File: src/sv/tpm_spi_transaction_framer_assert.svh
// ----------------------------------------------------------------------------
// TPM SPI transaction framer assertion macros
// Concurrent assertion wrappers that compile away under synthesis.
// ----------------------------------------------------------------------------
`ifndef TPM_SPI_TRANSACTION_FRAMER_ASSERT_SVH
`define TPM_SPI_TRANSACTION_FRAMER_ASSERT_SVH

`ifndef SYNTHESIS
`define TSF_ASSERT_IMPL(label, clk, rst_n, ante, cons) \
	label: assert property (@(posedge clk) disable iff (!rst_n) (ante) |-> (cons)) \
		else $error("assertion failed");
`define TSF_ASSERT_NEXT(label, clk, rst_n, ante, cons) \
	label: assert property (@(posedge clk) disable iff (!rst_n) (ante) |=> (cons)) \
		else $error("assertion failed");
`else
`define TSF_ASSERT_IMPL(label, clk, rst_n, ante, cons)
`define TSF_ASSERT_NEXT(label, clk, rst_n, ante, cons)
`endif

`endif

File: src/sv/tsf_pkg.sv
// ----------------------------------------------------------------------------
// TPM SPI transaction framer package
// Shared types, codes and constants of the framer.
// ----------------------------------------------------------------------------
package tsf_pkg;

	localparam int MAX_CHUNK = 64;
	localparam int CHUNK_W = $clog2(MAX_CHUNK + 1);

	localparam logic [7:0] READ_FLAG = 8'h80;
	localparam logic [7:0] LEN_MASK = 8'h3F;
	localparam logic [7:0] HDR_CMD = 8'hD4;
	localparam logic [7:0] WAIT_LIMIT_RST = 8'd100;

	localparam logic OP_START = 1'b0;
	localparam logic OP_XFER = 1'b1;

	localparam logic [1:0] ST_BUSY = 2'd0;
	localparam logic [1:0] ST_OK = 2'd1;
	localparam logic [1:0] ST_TIMEOUT = 2'd2;
	localparam logic [1:0] ST_REJECT = 2'd3;

	typedef enum logic [1:0] {
		PH_IDLE = 2'd0,
		PH_HEADER = 2'd1,
		PH_WAIT = 2'd2,
		PH_DATA = 2'd3
	} phase_t;

	typedef struct packed {
		logic opcode;
		logic read_not_write;
		logic [15:0] address;
		logic [15:0] length;
		logic [7:0] write_byte;
		logic [7:0] miso_byte;
	} in_item_t;

	typedef struct packed {
		logic [7:0] mosi_byte;
		logic send_byte;
		logic frame_start;
		logic frame_end;
		logic [7:0] rx_byte;
		logic rx_valid;
		logic write_taken;
		logic done_res;
		logic [1:0] status;
	} out_item_t;

	typedef struct packed {
		phase_t phase;
		logic [CHUNK_W-1:0] idx;
		logic [15:0] remaining;
		logic [CHUNK_W-1:0] chunk;
		logic [15:0] address;
		logic reading;
		logic [7:0] wait_count;
	} state_t;

endpackage

File: src/sv/tsf_chan_if.sv
// ----------------------------------------------------------------------------
// TPM SPI transaction framer channels
// Valid/ready channels for request items and result items.
// ----------------------------------------------------------------------------
interface tsf_in_if;
	import tsf_pkg::*;

	logic valid;
	logic ready;
	in_item_t item;

	modport source (output valid, output item, input ready);
	modport sink (input valid, input item, output ready);
endinterface

interface tsf_out_if;
	import tsf_pkg::*;

	logic valid;
	logic ready;
	out_item_t item;

	modport source (output valid, output item, input ready);
	modport sink (input valid, input item, output ready);
endinterface

File: src/sv/tsf_core.sv
// ----------------------------------------------------------------------------
// TPM SPI transaction framer core
// Transaction state and the single-pass step logic that forms each result.
// ----------------------------------------------------------------------------
`include "tpm_spi_transaction_framer_assert.svh"

module tsf_core (
	input  logic clk,
	input  logic arst_n,
	input  logic step,
	input  tsf_pkg::in_item_t item,
	input  logic [7:0] wait_limit,
	output tsf_pkg::out_item_t res
);
	import tsf_pkg::*;

	state_t st_q;
	state_t nxt;

	logic do_open;
	logic [15:0] open_rem;
	logic open_rd;
	logic go_data;
	logic go_wait;
	logic do_emit;
	logic [CHUNK_W-1:0] open_c;
	logic [CHUNK_W-1:0] lenm1;
	logic [15:0] sub;
	logic [15:0] rem_left;

	always_comb begin
		res = '0;
		nxt = st_q;
		do_open = 1'b0;
		open_rem = st_q.remaining;
		open_rd = st_q.reading;
		go_data = 1'b0;
		go_wait = 1'b0;
		do_emit = 1'b0;
		sub = (st_q.remaining < 16'(st_q.chunk)) ? st_q.remaining : 16'(st_q.chunk);
		rem_left = st_q.remaining - sub;

		if (item.opcode == OP_START) begin
			if (st_q.phase != PH_IDLE) begin
				res.status = ST_REJECT;
			end else begin
				nxt.reading = item.read_not_write;
				nxt.address = item.address;
				nxt.remaining = item.length;
				if (item.length == 16'd0) begin
					res.done_res = 1'b1;
					res.status = ST_OK;
				end else begin
					do_open = 1'b1;
					open_rem = item.length;
					open_rd = item.read_not_write;
				end
			end
		end else begin
			case (st_q.phase)
				PH_HEADER: begin
					if (st_q.idx == CHUNK_W'(1)) begin
						res.mosi_byte = HDR_CMD;
						res.send_byte = 1'b1;
						nxt.idx = CHUNK_W'(2);
					end else if (st_q.idx == CHUNK_W'(2)) begin
						res.mosi_byte = st_q.address[15:8];
						res.send_byte = 1'b1;
						nxt.idx = CHUNK_W'(3);
					end else if (st_q.idx == CHUNK_W'(3)) begin
						res.mosi_byte = st_q.address[7:0];
						res.send_byte = 1'b1;
						nxt.idx = CHUNK_W'(4);
					end else if (item.miso_byte[0]) begin
						go_data = 1'b1;
					end else begin
						go_wait = 1'b1;
					end
				end
				PH_WAIT: begin
					if (item.miso_byte[0]) begin
						go_data = 1'b1;
					end else begin
						go_wait = 1'b1;
					end
				end
				PH_DATA: begin
					if (st_q.reading) begin
						res.rx_byte = item.miso_byte;
						res.rx_valid = 1'b1;
					end
					if (st_q.idx >= st_q.chunk) begin
						res.frame_end = 1'b1;
						nxt.remaining = rem_left;
						if (rem_left == 16'd0) begin
							res.done_res = 1'b1;
							res.status = ST_OK;
							nxt.phase = PH_IDLE;
						end else begin
							do_open = 1'b1;
							open_rem = rem_left;
						end
					end else begin
						nxt.idx = st_q.idx + CHUNK_W'(1);
						do_emit = 1'b1;
					end
				end
				default: begin
				end
			endcase
		end

		if (go_data) begin
			nxt.phase = PH_DATA;
			nxt.idx = CHUNK_W'(1);
			do_emit = 1'b1;
		end

		if (do_emit) begin
			res.send_byte = 1'b1;
			if (!st_q.reading) begin
				res.mosi_byte = item.write_byte;
				res.write_taken = 1'b1;
			end
		end

		if (go_wait) begin
			if (st_q.wait_count >= wait_limit) begin
				res.frame_end = 1'b1;
				res.done_res = 1'b1;
				res.status = ST_TIMEOUT;
				nxt.phase = PH_IDLE;
			end else begin
				nxt.wait_count = st_q.wait_count + 8'd1;
				res.send_byte = 1'b1;
				nxt.phase = PH_WAIT;
			end
		end

		open_c = (open_rem < 16'(MAX_CHUNK)) ? open_rem[CHUNK_W-1:0] : CHUNK_W'(MAX_CHUNK);
		lenm1 = open_c - CHUNK_W'(1);
		if (do_open) begin
			nxt.chunk = open_c;
			res.mosi_byte = (open_rd ? READ_FLAG : 8'h00) | (8'(lenm1) & LEN_MASK);
			res.send_byte = 1'b1;
			res.frame_start = 1'b1;
			nxt.idx = CHUNK_W'(1);
			nxt.wait_count = 8'd0;
			nxt.phase = PH_HEADER;
		end
	end

	always_ff @(posedge clk or negedge arst_n) begin
		if (!arst_n) begin
			st_q <= '{phase: PH_IDLE, default: '0};
		end else if (step) begin
			st_q <= nxt;
		end
	end

	`TSF_ASSERT_IMPL(a_wait_counted, clk, arst_n, st_q.phase == PH_WAIT, st_q.wait_count != 8'd0)
	`TSF_ASSERT_IMPL(a_data_idx, clk, arst_n, st_q.phase == PH_DATA, (st_q.idx != '0) && (st_q.idx <= st_q.chunk))
	`TSF_ASSERT_IMPL(a_hdr_idx, clk, arst_n, st_q.phase == PH_HEADER, (st_q.idx != '0) && (st_q.idx <= CHUNK_W'(4)))
	`TSF_ASSERT_IMPL(a_chunk_set, clk, arst_n, st_q.phase != PH_IDLE, st_q.chunk != '0)

endmodule

File: src/sv/tpm_spi_transaction_framer.sv
// ----------------------------------------------------------------------------
// TPM SPI transaction framer
// Host-side TPM SPI sequencer that frames transactions one byte at a time.
// ----------------------------------------------------------------------------
// Channel   Dir   Handshake             Carries
// req       in    req.valid/req.ready   start or exchanged-byte item
// rsp       out   rsp.valid/rsp.ready   next byte and status item
// cfg       in    cfg_we                wait limit
//
// Each item passes through the input register and then the result register
// before its result is offered. One item is taken per cycle while the result
// side is not stalled. The result register frees the input side, so a stalled
// result only holds one further item in the input register. Reset clears the
// control state and sets the wait limit to 100.
// ----------------------------------------------------------------------------
`include "tpm_spi_transaction_framer_assert.svh"

module tpm_spi_transaction_framer (
	input  logic clk,
	input  logic arst_n,
	input  logic cfg_we,
	input  logic [7:0] cfg_wdata,
	tsf_in_if.sink req,
	tsf_out_if.source rsp
);
	import tsf_pkg::*;

	logic valid_s1;
	in_item_t item_s1;
	logic valid_s2;
	out_item_t res_s2;
	out_item_t res;
	logic [7:0] wait_limit_q;
	logic advance;

	assign advance = valid_s1 && (!valid_s2 || rsp.ready);
	assign req.ready = !valid_s1 || advance;
	assign rsp.valid = valid_s2;
	assign rsp.item = res_s2;

	always_ff @(posedge clk or negedge arst_n) begin
		if (!arst_n) begin
			valid_s1 <= 1'b0;
			valid_s2 <= 1'b0;
			wait_limit_q <= WAIT_LIMIT_RST;
		end else begin
			if (req.ready) begin
				valid_s1 <= req.valid;
			end
			if (advance) begin
				valid_s2 <= 1'b1;
			end else if (rsp.ready) begin
				valid_s2 <= 1'b0;
			end
			if (cfg_we) begin
				wait_limit_q <= cfg_wdata;
			end
		end
	end

	always_ff @(posedge clk) begin
		if (req.valid && req.ready) begin
			item_s1 <= req.item;
		end
		if (advance) begin
			res_s2 <= res;
		end
	end

	tsf_core u_core (
		.clk(clk),
		.arst_n(arst_n),
		.step(advance),
		.item(item_s1),
		.wait_limit(wait_limit_q),
		.res(res)
	);

	`TSF_ASSERT_NEXT(a_adv_fills, clk, arst_n, advance, valid_s2)
	`TSF_ASSERT_NEXT(a_s1_hold, clk, arst_n, valid_s1 && !advance, valid_s1 && $stable(item_s1))
	`TSF_ASSERT_IMPL(a_full_stall, clk, arst_n, valid_s1 && valid_s2 && !rsp.ready, !req.ready)

endmodule
File: src/flat_wrapper.sv
// flat-port wrapper written by rule: the top's interface ports become plain ports
module tpm_spi_transaction_framer_flat import tsf_pkg::*;
  (clk, arst_n, cfg_we, cfg_wdata, req_valid, req_item, req_ready, rsp_valid, rsp_item, rsp_ready);
  tsf_in_if req_i ();
  tsf_out_if rsp_i ();
  input  logic clk;
  input  logic arst_n;
  input  logic cfg_we;
  input  logic [7:0] cfg_wdata;
  input wire logic [$bits(req_i.valid)-1:0] req_valid;
  input wire logic [$bits(req_i.item)-1:0] req_item;
  output wire logic [$bits(req_i.ready)-1:0] req_ready;
  output wire logic [$bits(rsp_i.valid)-1:0] rsp_valid;
  output wire logic [$bits(rsp_i.item)-1:0] rsp_item;
  input wire logic [$bits(rsp_i.ready)-1:0] rsp_ready;
  assign req_i.valid = req_valid;
  assign req_i.item = req_item;
  assign req_ready = req_i.ready;
  assign rsp_valid = rsp_i.valid;
  assign rsp_item = rsp_i.item;
  assign rsp_i.ready = rsp_ready;
  tpm_spi_transaction_framer u_core (.clk(clk), .arst_n(arst_n), .cfg_we(cfg_we), .cfg_wdata(cfg_wdata), .req(req_i), .rsp(rsp_i));
endmodule
File: config.mk
export PLATFORM = sky130hd
export DESIGN_NAME = tpm_spi_transaction_framer_flat
export DESIGN_NICKNAME = d
export VERILOG_FILES = /design/src/sv/tsf_pkg.sv /design/src/sv/tsf_chan_if.sv /design/src/sv/tsf_core.sv /design/src/sv/tpm_spi_transaction_framer.sv /design/src/flat_wrapper.sv
export VERILOG_INCLUDE_DIRS = /design/src /design/src/sv
export SDC_FILE = /design/constraint.sdc
export NUM_CORES = 1
export LEC_CHECK = 0
export BUFFER_PORTS_ARGS = -buffer_cell sky130_fd_sc_hd__buf_4
export CAP_MARGIN = 20
export CORE_ASPECT_RATIO = 1.4
export CORE_UTILIZATION = 25
export CTS_CLUSTER_DIAMETER = 200
export DETAILED_ROUTE_END_ITERATION = 10
export GPL_ROUTABILITY_DRIVEN = 0
export PLACE_DENSITY = 0.47
export SYNTH_ARGS = -nofsm -noshare
export SYNTH_HDL_FRONTEND = slang
export SYNTH_SLANG_ARGS = --single-unit
File: constraint.sdc
create_clock -name clk -period 7.4 [get_ports clk]
set_input_delay 1.11 -clock clk [delete_from_list [all_inputs] [get_ports clk]]
set_output_delay 1.11 -clock clk [all_outputs]
set_load 0.02 [all_outputs]
==> results.toml, run 1 <==
[status]
status = "completed"

[timing]
worstMarginPinSlew_ns = 0.988
timing.final.crit_share = 0.844
finalSetupViolations = 0
relSlewSlack = 0.340
period_needed_ns = 6.24
setup_tns_ns = 0
clock.fmax_mhz = 160
rsz0062_at_grt = "false"
hold_viol = 0
slew_violations = 0
fin_skew_ns = 0.0145

[logic_synthesis]
synth_ff_type = "edfxtp_1"
synth_common_cells = "nand2_1 (78), edfxtp_1 (74), dfrtp_1 (64)"
netlist_instances = 720
yosysTopAreaCellShare = 0.291
ys_seq_elements = 141
synth_cell_types = 83
async_flop_share = 0.475
synth-edff-count = 74
yosysWarnings = 0
synth.area.top_cells = "edfxtp_1 (29%), dfrtp_1 (21%), ha_1 (6.1%)"
syn_nets = 821
syn_area_um2 = 7630
synth-seq-area-share = 0.511
synth.most_common_cell = "nand2_1"
yosysTopAreaCell = "edfxtp_1"
syn-mean-instance-area_um2 = 10.6

[clock_tree]
post_cts_buffers = 0
clk_path_buf_depth = 2
clkTransAtPathRegs_ns = 0.07
clock_latency_ns = 0.43
cts_sinks = 141
post_cts_resized = 0
root_buffer = "clkbuf_16"
htree_num_levels = 4
cts_tree = "built"
cts_made_buffers = 17
postCtsHoldBufs = 0

[floorplan]
row_count = 75
core_um2 = 30000
die_w_um = 150
dieHeight_um = 209
ios = 89
die-area_um2 = 31200
initial_core_util = 0.254

[setup_path]
crit_fanout = 12
path_class = "reg -> reg"
arrival_ns = 6.52
cp_data_required_time_ns = 7.68
cp-start-kind = "flop"
r2r-start = "u_core.u_core.st_q[33]$_DFFE_PN0P_"
critPathCaptureType = "flop"
crit_start = "u_core.u_core.st_q[33]$_DFFE_PN0P_"

[run]
cap_viol_max_count = 0

[routing]
ant_nets = 0
drc_errors = 0
wirelength_mm = 21.1
drt-vias-per-instance = 4.81
vias = 5811
firstDrtPassIters = 4
dr.first_iter.drc_count = 311
wl_per_cell_um = 17.5

[finish]
drive_gt1_frac = 0.216
antenna_cells = 0
num-fill-cells = 3111
layout.cells.non_filler = 1209
final_area_um2 = 9370
area_growth_pct = 22.8
multiInputGateArea_um2 = 3440
nets = 912
regArea_um2 = 3900

[global_routing]
antenna_found_initial = 0
grt_pass1_vias = 5910
track_usage = 0.141
grt_pass1_wl_mm = 33.2
grt_max_degree = 68
overflow = 0

[min_path]
hp-start = "u_core.item_s1[39]$_DFFE_PP_"
hp-class = "reg -> reg"

[power]
ir_drop_v = 0.000162
cellPowerDensity_nw_per_um2 = 384
leakage_nw = 3.86
power_mw = 3.60

[placed_design]
portBuffers = 88
dp.cells = 1175
place_area_um2 = 8690
dp_hpwl_mm = 15.4
cells in the final DEF (no fill, tap or decap), drive strengths merged, types with 5 or more instances in the layout:
master	count
nor3	19
bufinv	6
nand3	19
inv	34
and3	8
clkinv	5
nand2b	12
or3	8
clkbuf	19
edfxtp	74
o221ai	7
a211oi	12
nor4	7
nand2	78
a21oi	47
a31oi	6
ha	37
nor2	49
nor2b	7
o211ai	6
buf	101
mux2i	18
a21o	12
o21ai	52
o22ai	12
dfrtp	64
xnor2	7
mux2	23
and2	15
registers in the layout, indices dropped and copies added, names as in the netlist:
name / cells
u_core.item_s1: 50
u_core.rsp.item: 24
u_core.rsp.valid: 1
u_core.u_core.st_q: 57
u_core.valid_s1: 1
u_core.wait_limit_q: 8
layer usage:
| metal | track usage | vias up | wire, um |
|---|---|---|---|
| li1 | - | 2844 | - |
| met1 | 0.161 | 2799 | 8520 |
| met2 | 0.249 | 134 | 11000 |
| met3 | 0.0210 | 34 | 788 |
| met4 | 0.0718 | 0 | 759 |
| met5 | 0 | - | 0 |
report_power, final:
group	internal (mW)	switching [mW]	total [mW]	leakage (nW)
Clock	0.635	0.349	0.984	0.322
Sequential	1.01	0.155	1.16	1.56
Combinational	0.578	0.869	1.45	1.98
logic make-up after synthesis:
| kind of cell | share of synthesized area |
|---|---|
| adders and majority gates | 0.0633 |
| DFF | 0.511 |
| buffers and inverters | 0.0384 |
| and+or+nand+nor | 0.156 |
| xor gates and xnor gates | 0.00918 |
| AOI/OAI and AO/OA | 0.164 |
| muxes | 0.0576 |
layout make-up:
type                    instances  area share
multi-input cells             517       0.367
clock inverters                13      0.0252
inverters                      33      0.0132
well taps                     385      0.0514
repair buffers                101      0.0809
flip-flops and latches        141       0.416
clock buffers                  19      0.0462
path summary, 6_finish.rpt:
| path | end | slack [ns] | cells after the start |
|---|---|---|---|
| worst min-delay path | u_core.u_core.st_q[16]$_DFFE_PN0P_ | 0.47 | 1 |
| min in group asynchronous | u_core.wait_limit_q[0]$_DFFE_PN0P_ | 0.81 | 1 |
| max in group asynchronous | u_core.u_core.st_q[45]$_DFFE_PN0P_ | 5.95 | 1 |
| worst max register to register | u_core.rsp.item[18]$_DFFE_PP_ | 1.16 | 25 |
| worst max-delay path | u_core.rsp.item[18]$_DFFE_PP_ | 1.16 | 25 |
| worst min register to register | u_core.u_core.st_q[16]$_DFFE_PN0P_ | 0.47 | 1 |
worst max-delay path, stage by stage (launching register included):
cell	delay, ns
dfrtp_1	0.47
ha_1	0.31
a21o_1	0.15
a21oi_1	0.14
nor2b_1	0.06
o21ai_0	0.14
nand2b_1	0.07
a21oi_1	0.16
o311ai_1	0.13
mux2_2	0.26
ha_1	0.17
inv_1	0.06
fa_1	0.42
a211oi_1	0.46
o21ai_0	0.27
a21o_1	0.22
a2111oi_1	0.50
o21a_4	0.25
o2111ai_1	0.12
nor3_1	0.18
o211ai_1	0.11
buf_4	0.20
or3_1	0.41
ha_1	0.27
or3_1	0.38
a31oi_1	0.17
per-stage QoR:
| step | setup slack (ns) | util | hold WS, ns |
|---|---|---|---|
| CTS | 0.895 | 0.312 | 0.477 |
| global route | 0.621 | 0.312 | 0.496 |
| global placement | 1.02 | 0.289 | 0.463 |
| detailed placement | 0.902 | 0.289 | 0.465 |
| finish | 1.16 | 0.312 | 0.467 |
| floorplan | 1.40 | - | 0.455 |
(Power assumes the default switching activity.)
==> run 2: changes to the inputs <==
--- a/config.mk
+++ b/config.mk
@@ -6,6 +6,7 @@
 export SDC_FILE = /design/constraint.sdc
 export NUM_CORES = 1
 export LEC_CHECK = 0
+export ABC_AREA = 1
 export BUFFER_PORTS_ARGS = -buffer_cell sky130_fd_sc_hd__buf_4
 export CAP_MARGIN = 20
 export CORE_ASPECT_RATIO = 1.4
@@ -13,7 +14,7 @@
 export CTS_CLUSTER_DIAMETER = 200
 export DETAILED_ROUTE_END_ITERATION = 10
 export GPL_ROUTABILITY_DRIVEN = 0
-export PLACE_DENSITY = 0.47
+export PLACE_DENSITY = 0.48
 export SYNTH_ARGS = -nofsm -noshare
 export SYNTH_HDL_FRONTEND = slang
 export SYNTH_SLANG_ARGS = --single-unit
==> constraint.sdc (replaced) <==
create_clock -name clk -period 5.05 [get_ports clk]
set_input_delay 0.7575 -clock clk [delete_from_list [all_inputs] [get_ports clk]]
set_output_delay 0.7575 -clock clk [all_outputs]
set_load 0.02 [all_outputs]
==> run 2 against run 1 <==
Worst hold slack worse by 0.018 ns. Clock power increased by 26%. Die area increased by 0.44%. Highest routed layer unchanged. Count of clock-buffer cells in the layout is 2 lower. Largest cell class unchanged. First-iteration DRC count increased by 19%. Cell count rose by 11%. Worst setup slack got worse by 0.67 ns. Routed wire length shrank 0.50%.
==> results.toml, run 2 <==
[timing]
worstMarginPinSlew_ns = 0.991
postLayoutSetupSlackWorst_ns = 0.481
rsz0062_at_grt = "false"
period_needed_ns = 4.57
slew_violations = 0
finalSetupViolations = 0
relSlewSlack = 0.340
hold_viol = 0
clock.fmax_mhz = 219
setup_tns_ns = 0
timing.final.crit_share = 0.905
fin_skew_ns = 0.0122

[routing]
vias = 6089
drt-vias-per-instance = 4.53
dr.first_iter.drc_count = 370
ant_nets = 0
drc_errors = 0
firstDrtPassIters = 5
wl_per_cell_um = 15.6
wirelength_mm = 21.0

[setup_path]
cp_data_required_time_ns = 5.28
r2r-start = "u_core.u_core.st_q[33]$_DFFE_PN0P_"
path_class = "reg -> reg"
rr_endpoint = "u_core.rsp.item[17]$_DFFE_PP_"
critPathCaptureType = "flop"
crit_fanout = 7
crit_start = "u_core.u_core.st_q[33]$_DFFE_PN0P_"
r2r_setup_slack_ns = 0.48
arrival_ns = 4.80
reg2regPathDepth = 26
cp-start-kind = "flop"

[logic_synthesis]
syn_area_um2 = 7660
yosysTopAreaCell = "edfxtp_1"
synth-edff-count = 74
synth_common_cells = "nand2_1 (201), inv_1 (97), o21ai_0 (78)"
synth_cell_types = 52
synth_ff_type = "edfxtp_1"
synth.most_common_cell = "nand2_1"
synth-seq-area-share = 0.509
async_flop_share = 0.475
syn-mean-instance-area_um2 = 9.08
yosysTopAreaCellShare = 0.290
yosysWarnings = 0
ys_seq_elements = 141
synth.area.top_cells = "edfxtp_1 (29%), dfrtp_1 (21%), nand2_1 (9.8%)"
syn_nets = 945
netlist_instances = 844

[power]
power_mw = 5.14
seq_power_share = 0.332
pwr-share-comb = 0.426
power.internal_mw = 2.93
leakage_nw = 4.13
pwr-share-clk = 0.241
cellPowerDensity_nw_per_um2 = 544
ir_drop_v = 0.000302
power.switching_mw = 2.21
swShare = 0.430

[clock_tree]
clkTransAtPathRegs_ns = 0.07
root_buffer = "clkbuf_16"
cts_made_buffers = 17
clk_path_buf_depth = 2
clock_latency_ns = 0.43
cts_sinks = 141
htree_num_levels = 4
cts_tree = "built"

[finish]
utilization = 0.315
num-fill-cells = 3239
mostFrequentLayoutCell = "nand2_1"
final_cell_mix = "nand2_1 (200), buf_4 (99), inv_1 (96)"
multiInputGateArea_um2 = 3320
largest_register_ffs = 57
top_register = "u_core.u_core.st_q"
nets = 1047
drive_gt1_frac = 0.215
regArea_um2 = 3900
area_growth_pct = 23.4
antenna_cells = 0

[placed_design]
portBuffers = 88
dp_hpwl_mm = 16.1
pre_cts_ws_ns = 0.0217

[floorplan]
row_count = 75
ios = 89
die-area_um2 = 31400
die_w_um = 150
initial_core_util = 0.255
core_um2 = 30000
dieHeight_um = 209

[global_routing]
grt_pass1_wl_mm = 33.1
busiest_layer = "met2"
track_usage = 0.141
overflow = 0
met2_usage = 0.263
met1_usage = 0.153
grt_pass1_vias = 6138
grt_util_met3 = 0.0199
antenna_found_initial = 0
grt_max_degree = 68

[run]
cap_viol_max_count = 0

[status]
status = "completed"

[min_path]
hp-class = "in -> async"
## run 2: cell count changes after synthesis, moves of 12 or more
cell,previous run,this run
nand4_1,2,15
inv_1,31,97
o21ai_0,44,78
and2_1,14,0
a21o_1,12,0
nand2_1,78,201
mux2i_1,18,0
nand2b_1,12,0
nand3_1,19,38
a21oi_1,47,27
## run 2: repair_timing
item                                    4_1_cts  5_1_grt
gates resized for setup                       1        8
gates cloned                                  0        1
endpoints found under the setup margin        2       19
hold buffers                                  0        0
buffers inserted                              0        0
## run 2: cell families after synthesis
group,count (synthesis),synth area share
AO/OA/AOI/OAI,152,0.113
XOR/XNOR,4,0.00457
adder cells (fa/ha/maj),38,0.0630
buffers and inverters,125,0.0638
flip-flops,141,0.509
multiplexers,17,0.0250
AND/OR/NAND/NOR,367,0.221
## run 2: final cells by class
class / count / area share
Multi-Input combinational cell: 579 / 0.351
Clock buffer: 17 / 0.0450
Inverter: 107 / 0.0427
Tap cell: 385 / 0.0510
Clock inverter: 15 / 0.0164
Sequential cell: 141 / 0.413
Timing Repair Buffer: 100 / 0.0807
## run 2: worst max-delay path by stage
stage                     cells after the start                             to  slack [ns]
after global placement                       24  u_core.rsp.item[17]$_DFFE_PP_        0.09
after global routing                         30  u_core.rsp.item[20]$_DFFE_PP_        0.02
after detailed placement                     28  u_core.rsp.item[18]$_DFFE_PP_        0.02
final                                        26  u_core.rsp.item[17]$_DFFE_PP_        0.48
after CTS                                    26  u_core.rsp.item[18]$_DFFE_PP_        0.16
after floorplan                              30  u_core.rsp.item[18]$_DFFE_PP_        0.73
## run 2: power by group through the flow
stage                     registers, mW  clock network [mW]  logic, mW
after floorplan                    1.71                   0       1.49
after detailed placement           1.73                   0       2.15
after global routing               1.74                1.32       2.48
final                              1.71                1.24       2.19
after CTS                          1.71                1.28       2.17
after global placement             1.73                   0       2.15
## run 2: per-stage QoR
step | cells | hold WS, ns | instance area (um2)
floorplan | 844 | 0.453 | 7660
global placement | 1310 | 0.462 | 8800
detailed placement | 1310 | 0.466 | 8800
CTS | 1342 | 0.478 | 9390
global route | 1344 | 0.479 | 9450
finish | 1344 | 0.449 | 9450
## run 2: worst max-delay path, cell delays in order (launching register included)
cell and delay [ns]:
dfrtp_2 0.46, ha_1 0.28, a21boi_0 0.12, o211ai_1 0.16
nand2_1 0.07, nand4_1 0.15, o2111ai_4 0.18, o21ai_1 0.16
ha_1 0.15, inv_1 0.07, fa_1 0.43, nand3_1 0.13
nand2_1 0.10, nand3_1 0.14, nand3_1 0.09, nand2_1 0.11
nand2_2 0.07, nor2_2 0.16, nand3_4 0.12, nand3_1 0.09
nand3_1 0.10, nand2_1 0.07, nand2_1 0.08, nor2_4 0.15
nand2_2 0.12, ha_1 0.28, o21ai_0 0.29
## run 2: per-layer routing
| layer | up-vias | wire, um |
|---|---|---|
| met5 | - | 0 |
| li1 | 3076 | - |
| met4 | 0 | 692 |
| met3 | 33 | 433 |
| met2 | 109 | 11600 |
| met1 | 2871 | 8310 |
==> run 3: changes to the inputs <==
--- a/config.mk
+++ b/config.mk
@@ -10,11 +10,11 @@
 export BUFFER_PORTS_ARGS = -buffer_cell sky130_fd_sc_hd__buf_4
 export CAP_MARGIN = 20
 export CORE_ASPECT_RATIO = 1.4
-export CORE_UTILIZATION = 25
+export CORE_UTILIZATION = 42
 export CTS_CLUSTER_DIAMETER = 200
 export DETAILED_ROUTE_END_ITERATION = 10
 export GPL_ROUTABILITY_DRIVEN = 0
-export PLACE_DENSITY = 0.48
+export PLACE_DENSITY = 0.68
 export SYNTH_ARGS = -nofsm -noshare
 export SYNTH_HDL_FRONTEND = slang
 export SYNTH_SLANG_ARGS = --single-unit
==> run 3 against run 2 <==
Core utilization grew 20 points. Critical path depth shrank 1. Cell count shrank 11%. Routed wire length shrank 11%. Sequential cell count is the same. Sequential power is essentially flat. Maximum frequency shrank 2.7%. Register-to-register slack lost 0.13 ns. Highest routed layer unchanged.
==> results.toml, run 3 (synthesis gave the netlist of run 2 again) <==
[status]
status = "completed"

[floorplan]
row_count = 58
initial_core_util = 0.428
die_w_um = 116
die-area_um2 = 18800
core_um2 = 17900
ios = 89
dieHeight_um = 162

[timing]
finalSetupViolations = 0
worstMarginPinSlew_ns = 0.917
relSlewSlack = 0.389
postLayoutSetupSlackWorst_ns = 0.355
hold_slack_ns = 0.458
timing.final.crit_share = 0.930
fin_skew_ns = 0.0105
hold_viol = 0
slew_violations = 0
clock.fmax_mhz = 213
period_needed_ns = 4.69

[routing]
firstDrtPassIters = 7
dr.first_iter.drc_count = 389
vias = 6189
drt-vias-per-instance = 5.18
ant_nets = 0
wl_per_cell_um = 15.7
wirelength_mm = 18.7
drc_errors = 0

[setup_path]
r2r-start = "u_core.u_core.st_q[45]$_DFFE_PN0P_"
cp-start-kind = "flop"
rr_endpoint = "u_core.rsp.item[20]$_DFFE_PP_"
crit_end = "u_core.rsp.item[20]$_DFFE_PP_"
crit_fanout = 7
reg2regPathDepth = 25
cp_data_required_time_ns = 5.22
arrival_ns = 4.87
critPathCaptureType = "flop"
crit_start = "u_core.u_core.st_q[45]$_DFFE_PN0P_"
r2r_setup_slack_ns = 0.36
path_class = "reg -> reg"

[placed_design]
dp_hpwl_mm = 13.8
dp.cells = 1161
portBuffers = 88
pre_cts_ws_ns = 0.0304

[finish]
regArea_um2 = 3900
top_register = "u_core.u_core.st_q"
multiInputGateArea_um2 = 3320
mostFrequentLayoutCell = "nand2_1"
num-fill-cells = 1611
utilization = 0.517
layout.cells.non_filler = 1194
area_growth_pct = 20.8
nets = 1042
largest_register_ffs = 57
final_cell_mix = "nand2_1 (199), inv_1 (96), buf_4 (95)"
drive_gt1_frac = 0.211
antenna_cells = 0

[power]
swShare = 0.424
cellPowerDensity_nw_per_um2 = 558
pwr-share-clk = 0.256
leakage_nw = 4.13
power.internal_mw = 2.97
pwr-share-comb = 0.414
power.switching_mw = 2.19
ir_drop_v = 0.000386
seq_power_share = 0.330

[clock_tree]
htree_num_levels = 4
cts_sinks = 141
clk_path_buf_depth = 2
cts_made_buffers = 17
cts_tree = "built"
root_buffer = "clkbuf_16"
post_cts_resized = 0
clkTransAtPathRegs_ns = 0.07
post_cts_buffers = 0
postCtsHoldBufs = 0
clock_latency_ns = 0.43

[global_routing]
grt_pass1_wl_mm = 30.5
grt_max_degree = 68
antenna_found_initial = 0
track_usage = 0.213
grt_pass1_vias = 6107
overflow = 0

[min_path]
hp-class = "in -> async"

[run]
cap_viol_max_count = 0
-- run 3: how the worst min path moves through the flow --
| stage | startpoint | cells after the start | slack (ns) | to |
|---|---|---|---|---|
| after global placement | u_core.item_s1[35]$_DFFE_PP_ | 1 | 0.46 | u_core.u_core.st_q[12]$_DFFE_PN0P_ |
| after global routing | req_item[38] | 1 | 0.49 | u_core.item_s1[38]$_DFFE_PP_ |
| after floorplan | u_core.u_core.st_q[26]$_DFFE_PN0P_ | 2 | 0.45 | u_core.u_core.st_q[26]$_DFFE_PN0P_ |
| after detailed placement | u_core.item_s1[47]$_DFFE_PP_ | 1 | 0.46 | u_core.u_core.st_q[24]$_DFFE_PN0P_ |
| after CTS | u_core.item_s1[35]$_DFFE_PP_ | 1 | 0.48 | u_core.u_core.st_q[12]$_DFFE_PN0P_ |
| final | arst_n | 1 | 0.46 | u_core.wait_limit_q[3]$_DFFE_PN0P_ |
-- run 3: final cells by class --
| cell class | count | share of cell area |
|---|---|---|
| timing repair buffer | 95 | 0.0770 |
| clock inverter | 15 | 0.0207 |
| inverter | 107 | 0.0440 |
| sequential | 141 | 0.422 |
| multi-input combinational | 579 | 0.358 |
| clock buffer | 17 | 0.0459 |
| tap | 240 | 0.0324 |
-- run 3: critical path, stage by stage, from the launching register on --
cell and delay (ns):
dfrtp_1 0.43, nor2_1 0.28, nand3_1 0.17, nor2_1 0.37, o2111ai_4 0.25, o21ai_1 0.18, ha_1 0.16, inv_1 0.07
fa_1 0.42, nand3_1 0.13, nand2_1 0.11, nand3_1 0.14, nand3_1 0.10, nand2_1 0.10, nand3_1 0.09, nor2_2 0.15
nand3_4 0.12, nand3_2 0.13, a21oi_1 0.08, o21ai_0 0.13, nand3_1 0.18, nand2_2 0.16, ha_1 0.23, nand4_1 0.11
nand3_1 0.08, o21ai_1 0.06
-- run 3: power by group through the flow --
stage / registers (mW) / clock network (mW) / logic, mW
after floorplan: 1.71 / 0 / 1.49
after global placement: 1.72 / 0 / 2.05
after detailed placement: 1.72 / 0 / 2.07
after CTS: 1.71 / 1.34 / 2.09
after global routing: 1.74 / 1.38 / 2.40
final: 1.71 / 1.32 / 2.14
-- run 3: per-stage QoR --
| stage | setup TNS [ns] | cell area, um2 | power (mW) |
|---|---|---|---|
| 2_1_floorplan | 0 | 7660 | 3.20 |
| 3_3_place_gp | 0 | 8590 | 3.77 |
| 3_5_place_dp | 0 | 8590 | 3.80 |
| 4_1_cts | 0 | 9210 | 5.13 |
| 5_1_grt | -0.0364 | 9260 | 5.52 |
| 6_report | 0 | 9260 | 5.17 |
-- run 3: layer usage --
layer  vias to the layer above  routed length (um)  share of wire  GRT usage
met5                         -                   0              0          0
met4                         0                 528          0.028     0.0897
met3                        35                 654          0.035     0.0351
met2                       176               10300           0.55      0.386
met1                      2909                7210           0.38      0.244
li1                       3069                   -              -          -
